[src/hdl/xrr_pkg.sv]
// Package: constants, state type and helpers for the ranged xoshiro256++ source.
package xrr_pkg;

   localparam int WORD_W    = 64;
   localparam int NUM_WORDS = 4;
   localparam int CNT_W     = $clog2(WORD_W);

   // xoshiro256++ rotate and shift amounts
   localparam int ROT_OUT   = 23;
   localparam int SHL_T     = 17;
   localparam int ROT_W3    = 45;

   // Fixed words loaded after the seed
   localparam logic [WORD_W-1:0] INIT_W1 = WORD_W'(1);
   localparam logic [WORD_W-1:0] INIT_W2 = WORD_W'(2);
   localparam logic [WORD_W-1:0] INIT_W3 = WORD_W'(3);

   localparam logic [CNT_W-1:0] CNT_LAST = CNT_W'(WORD_W - 1);

   typedef logic [WORD_W-1:0] word_type;

   typedef enum logic [1:0] {
      ST_IDLE,
      ST_DIV,
      ST_DONE
   } state_type;

   function automatic word_type rotl64(input word_type x, input int k);
      return (x << k) | (x >> (WORD_W - k));
   endfunction

endpackage

[src/hdl/xoshiro256pp_ranged_random.sv]
// Top level: xoshiro256++ generator with bit-serial modulo range reduction.
// A request runs 64 remainder steps (ST_DIV), then the add in ST_DONE; when the span
//    wraps to zero the steps are skipped. A new request is taken only back in ST_IDLE,
//    after the one-bit-per-cycle restoring remainder loop; a result may wait in the output
//    register, and ST_DONE holds while the earlier result is still pending.
// Reset (synchronous, active high) loads the generator with 0,1,2,3 and idles.
module xoshiro256pp_ranged_random
   import xrr_pkg::*;
(
   input  logic              clock,
   input  logic              reset,
   input  logic              csr_we,
   input  logic [WORD_W-1:0] csr_wdata,
   input  logic              req_valid,
   output logic              req_ready,
   input  logic [WORD_W-1:0] req_range_lower,
   input  logic [WORD_W-1:0] req_range_upper,
   output logic              rsp_valid,
   input  logic              rsp_ready,
   output logic [WORD_W-1:0] rsp_value
);

   state_type state_ff, state_in;

   word_type gen_ff [NUM_WORDS];
   word_type gen_in [NUM_WORDS];

   word_type          rem_ff, rem_in;
   word_type          dvd_ff, dvd_in;
   word_type          span_ff, span_in;
   word_type          lower_ff, lower_in;
   logic [CNT_W-1:0]  cnt_ff, cnt_in;
   logic              rsp_valid_ff, rsp_valid_in;
   word_type          rsp_value_ff, rsp_value_in;

   logic      accept;
   logic      finish;
   logic      div_last;
   word_type  raw;
   word_type  tmp_t;
   word_type  req_span;
   logic      span_zero;
   logic [WORD_W:0] trial;
   logic [WORD_W:0] diff;
   logic      ge;

   // Next state
   always_comb begin
      state_in = state_ff;
      case (state_ff)
         ST_IDLE: begin
            if (accept) begin
               state_in = span_zero ? ST_DONE : ST_DIV;
            end
         end
         ST_DIV: begin
            if (div_last) begin
               state_in = ST_DONE;
            end
         end
         ST_DONE: begin
            if (finish) begin
               state_in = ST_IDLE;
            end
         end
         default: state_in = ST_IDLE;
      endcase
   end

   // Control outputs
   always_comb begin
      req_ready = 1'b0;
      finish    = 1'b0;
      div_last  = 1'b0;
      case (state_ff)
         ST_IDLE: req_ready = 1'b1;
         ST_DIV:  div_last  = (cnt_ff == CNT_LAST);
         ST_DONE: finish    = !rsp_valid_ff || rsp_ready;
         default: req_ready = 1'b0;
      endcase
   end

   assign accept = req_valid && req_ready;

   // Generator step
   always_comb begin
      raw   = rotl64(gen_ff[0] + gen_ff[3], ROT_OUT) + gen_ff[0];
      tmp_t = gen_ff[1] << SHL_T;
      gen_in[2] = gen_ff[2] ^ gen_ff[0];
      gen_in[3] = gen_ff[3] ^ gen_ff[1];
      gen_in[1] = gen_ff[1] ^ gen_in[2];
      gen_in[0] = gen_ff[0] ^ gen_in[3];
      gen_in[2] = gen_in[2] ^ tmp_t;
      gen_in[3] = rotl64(gen_in[3], ROT_W3);
   end

   assign req_span  = req_range_upper - req_range_lower + WORD_W'(1);
   assign span_zero = (req_span == '0);

   // One remainder bit per cycle, dividend enters MSB first
   assign trial = {rem_ff, dvd_ff[WORD_W-1]};
   assign diff  = trial - {1'b0, span_ff};
   assign ge    = (trial >= {1'b0, span_ff});

   always_comb begin
      rem_in       = rem_ff;
      dvd_in       = dvd_ff;
      span_in      = span_ff;
      lower_in     = lower_ff;
      cnt_in       = cnt_ff;
      rsp_valid_in = rsp_valid_ff;
      rsp_value_in = rsp_value_ff;

      if (rsp_valid_ff && rsp_ready) begin
         rsp_valid_in = 1'b0;
      end

      if (accept) begin
         span_in  = req_span;
         lower_in = req_range_lower;
         dvd_in   = raw;
         cnt_in   = '0;
         // full-width span: skip the reduction, raw goes straight to the add
         rem_in   = span_zero ? raw : '0;
      end else if (state_ff == ST_DIV) begin
         rem_in = ge ? diff[WORD_W-1:0] : trial[WORD_W-1:0];
         dvd_in = {dvd_ff[WORD_W-2:0], 1'b0};
         cnt_in = cnt_ff + CNT_W'(1);
      end

      if (finish) begin
         rsp_valid_in = 1'b1;
         rsp_value_in = rem_ff + lower_ff;
      end
   end

   always_ff @(posedge clock) begin
      if (reset) begin
         state_ff     <= ST_IDLE;
         rsp_valid_ff <= 1'b0;
         gen_ff[0]    <= '0;
         gen_ff[1]    <= INIT_W1;
         gen_ff[2]    <= INIT_W2;
         gen_ff[3]    <= INIT_W3;
      end else begin
         state_ff     <= state_in;
         rsp_valid_ff <= rsp_valid_in;
         if (csr_we) begin
            gen_ff[0] <= csr_wdata;
            gen_ff[1] <= INIT_W1;
            gen_ff[2] <= INIT_W2;
            gen_ff[3] <= INIT_W3;
         end else if (accept) begin
            gen_ff <= gen_in;
         end
      end
   end

   always_ff @(posedge clock) begin
      rem_ff       <= rem_in;
      dvd_ff       <= dvd_in;
      span_ff      <= span_in;
      lower_ff     <= lower_in;
      cnt_ff       <= cnt_in;
      rsp_value_ff <= rsp_value_in;
   end

   assign rsp_valid = rsp_valid_ff;
   assign rsp_value = rsp_value_ff;

`ifndef SYNTHESIS
   a_accept_leaves_idle: assert property (@(posedge clock) disable iff (reset)
      accept |=> (state_ff != ST_IDLE))
      else $error("request transaction did not start work");

   a_rem_below_span: assert property (@(posedge clock) disable iff (reset)
      (state_ff == ST_DIV) |-> (rem_ff < span_ff))
      else $error("partial remainder not below span");

   a_div_holds: assert property (@(posedge clock) disable iff (reset)
      (state_ff == ST_DIV && !div_last) |=> (state_ff == ST_DIV))
      else $error("remainder loop ended early");

   a_done_waits: assert property (@(posedge clock) disable iff (reset)
      (state_ff == ST_DONE && rsp_valid_ff && !rsp_ready) |=> (state_ff == ST_DONE))
      else $error("result overwrote a pending response");

   a_seed_reload: assert property (@(posedge clock) disable iff (reset)
      csr_we |=> (gen_ff[1] == INIT_W1 && gen_ff[2] == INIT_W2 && gen_ff[3] == INIT_W3))
      else $error("seed write did not reload generator words");
`endif

endmodule

[config.mk]
export PLATFORM = sky130hd
export DESIGN_NAME = xoshiro256pp_ranged_random
export DESIGN_NICKNAME = d
export VERILOG_FILES = /design/src/hdl/xrr_pkg.sv /design/src/hdl/xoshiro256pp_ranged_random.sv
export SDC_FILE = /design/constraint.sdc
export NUM_CORES = 2
export LEC_CHECK = 0
export BUFFER_PORTS_ARGS = -buffer_cell sky130_fd_sc_hd__buf_2
export CAP_MARGIN = 5
export CORE_MARGIN = 8
export CORE_UTILIZATION = 45
export CTS_CLUSTER_SIZE = 16
export DETAILED_ROUTE_END_ITERATION = 16
export PLACE_DENSITY = 0.69
export SYNTH_ARGS = -nofsm -noshare
export SYNTH_HDL_FRONTEND = slang
export SYNTH_SLANG_ARGS = --single-unit
export TNS_END_PERCENT = 1
[constraint.sdc]
create_clock -name clock -period 17 [get_ports clock]
set_input_delay 2.55 -clock clock [delete_from_list [all_inputs] [get_ports clock]]
set_output_delay 2.55 -clock clock [all_outputs]
set_load 0.05 [all_outputs]
==> impl_metrics.tcl <==
set metrics [dict create \
    outcome "completed" \
    drt-total-wl_um 140000 \
    drc_errors 0 \
    syn-num-nets 5743 \
    setup-tns-final_ns 0 \
    period_minus_slack_ns 8.54 \
    syn-cell-area_um2 43600 \
    hold-worst-slack_ns 0.492 \
    via_count 39151 \
    root_buffer "clkbuf_16" \
    worst_pin_slew_ns 1.03 \
    syn_area_per_cell_um2 8.44 \
    drive_gt1_share_pct 7.86 \
    drt_iter0_drc 3712 \
    cp_max_fo 8 \
    post-dp-hpwl_um 109000 \
    grt_pass1_vias 36628 \
    max_stage_delay_ns 0.85 \
    fmax_ghz 0.117 \
    post-route-period-util_pct 50.2 \
    fp.coreArea_um2 96300 \
    worst-path-buf-inv 1 \
    crit_required_ns 17.37 \
    synthFlopType "edfxtp_1" \
    ir_drop_mv 0.0928 \
    ios 263 \
    slew_violations 0 \
    clk_latency_ns 0.66 \
    max_cap_violations 0 \
    hp-start "gen_ff[11]" \
    slowest_stage "a2111oi_0" \
    fp.dieH_um 327 \
    die_w_um 327 \
    dieArea_um2 107000 \
    cts_resized 0 \
    final_hold_viol_count 0 \
    p_per_area_nw_per_um2 128 \
    r2r_start "gen_ff[202]" \
    grt_max_degree 105 \
    nFillCells 9284 \
    setup.worst_path.start "gen_ff[202]" \
    min_path_type "reg2reg" \
    syn_to_final_growth_pct 10.5 \
    antenna_left 0 \
    dr.pass1.iters 8 \
    regToRegSetupSlack_ns 8.46 \
    grt_pass1_wl_um 213000 \
    start_kind "flop" \
    clock-sinks 585 \
    cts_tree "built" \
    cts_setup_buffers 0 \
    yosys.area.top_type "edfxtp_1" \
    finalSetupViolCount 0 \
    critPathTopFamily "compound AO/OA/AOI/OAI gates" \
    relSlewSlack_pct 31.6 \
    cts_buffer_depth 3 \
    synth_edf_count 320 \
    rsz0062_at_grt "no" \
    start_util_pct 45.3 \
    grt_overflow_total 0 \
    grt_use_total_pct 24.9 \
    finClkSkew_ns 0.0362 \
    grt_antenna_before_repair 3 \
    ys_warn_count 0 \
    ys_top_cells_by_count "591 x nand2_1, 585 x a21oi_1, 380 x ha_1" \
    place_congestion 0.993 \
    crit_cells 27 \
    p_leak_nw 20.4 \
    rr_endpoint "rem_ff[63]" \
    worstSetupEndpoint "rem_ff[63]" \
    critical_path_class "reg2reg" \
    r2r_cells 27 \
    async_reset_ff_share_pct 0 \
    cp.arrival_ns 8.91 \
    viasPerCell 5.91 \
    cts_buffers 72 \
    htree_levels 3 \
    finalNetCount 5870 \
    synthTopCellsByArea "edfxtp_1 22%, dfxtp_1 12%, ha_1 11%, a21oi_1 6.7%, xnor2_1 5.7%" \
    synth_seq_cells 585 \
    synth_most_common_cell "nand2_1" \
    end_kind "flop" \
    fp-row-count 114 \
    wl_per_cell_um 21.2 \
    fin_util_pct 50.0 \
    synth_cell_type_count 80 \
    yosysTopAreaCellShare_pct 22.1 \
    clk_pin_slew_ns 0.06 \
    yosysSeqAreaShare_pct 34.2 \
    io_buffers 262 \
    synthCells 5161 \
    cts_hold_buf 0 \
]
stage by stage:
step	instance area (um^2)	instances	power, mW	setup WS, ns
floorplan	43600	5161	3.90	9.20
global placement	45800	6490	4.59	8.88
detailed placement	45800	6490	4.61	8.74
CTS	48100	6617	6.17	8.68
global route	48100	6617	6.55	8.08
finish	48100	6619	6.17	8.46
area by class of cell:
class / count / area [um^2] / area share [%]
multi-input combinational: 4113 / 27000 / 56.0
sequential: 585 / 14900 / 31.0
clock buffer: 98 / 1970 / 4.09
tap: 1276 / 1600 / 3.32
timing repair buffer: 280 / 1450 / 3.01
inverter: 236 / 893 / 1.86
clock inverter: 29 / 357 / 0.741
antenna: 2 / 5.00 / 0.0104
sequential cells by signal, summed over array words and instances, names as in the netlist:
signal / flops
rsp_valid: 1
rsp_value: 64
rem_ff: 64
gen_ff: 256
cnt_ff: 6
lower_ff: 64
state_ff: 2
span_ff: 64
dvd_ff: 64
power by group:
part | switching, mW | internal [mW]
registers | 0.206 | 1.77
clock network | 0.649 | 0.883
logic | 1.59 | 1.06
cell families (layout without fill, tap and decap cells):
kind of cell	Yosys count	count (layout)	synth area share (%)
other cells	0	2	0
compound gates	1578	1578	22.1
flops	585	585	34.2
fa+ha+maj	385	385	11.1
simple gates	1593	1593	17.2
buf+inv	463	643	3.99
xor+xnor	515	515	10.4
mux	42	42	0.982
cell usage in the layout (no fill, tap or decap), drive strengths merged, types with 29 or more instances in the layout:
cell type / instances
and2: 33
inv: 240
or3: 143
nand2b: 56
nand4: 62
mux2i: 36
o21a: 41
nor2: 360
and3: 45
nor3: 63
clkbuf: 98
a21oi: 585
dfxtp: 265
o211ai: 56
a31oi: 46
nand3: 99
buf: 280
a21o: 159
ha: 380
o21bai: 52
nand2: 591
a211oi: 29
o22ai: 34
nor2b: 55
o31ai: 29
xor2: 233
o21ai: 370
edfxtp: 320
xnor2: 282
per-layer routing:
metal  vias up  GRT usage (%)  part of all wire (%)  routed length (um)
li1      18907              -                     -                   -
met1     18721           33.0                    43               60300
met2      1284           40.5                    46               64600
met3       237           4.94                   7.2               10100
met4         2           8.76                   3.6                5090
met5         -              0                0.0093                  13
worst min path at each step:
| stage | to | cells past startpoint |
|---|---|---|
| after floorplan | cnt_ff[1] | 2 |
| after global placement | cnt_ff[1] | 2 |
| after detailed placement | cnt_ff[5] | 2 |
| after global routing | cnt_ff[5] | 2 |
| after CTS | dvd_ff[19] | 2 |
| final | gen_ff[11] | 2 |
worst register-to-register path: cells and delay by family (launching register included):
kind            cells  cell delay [ns]
fa+ha+maj           2             0.73
flops               1             0.42
xor+xnor            1             0.23
simple gates        4             1.43
compound gates     19             5.29
buf+inv             1             0.17
Power figures use the tool's default switching activity.
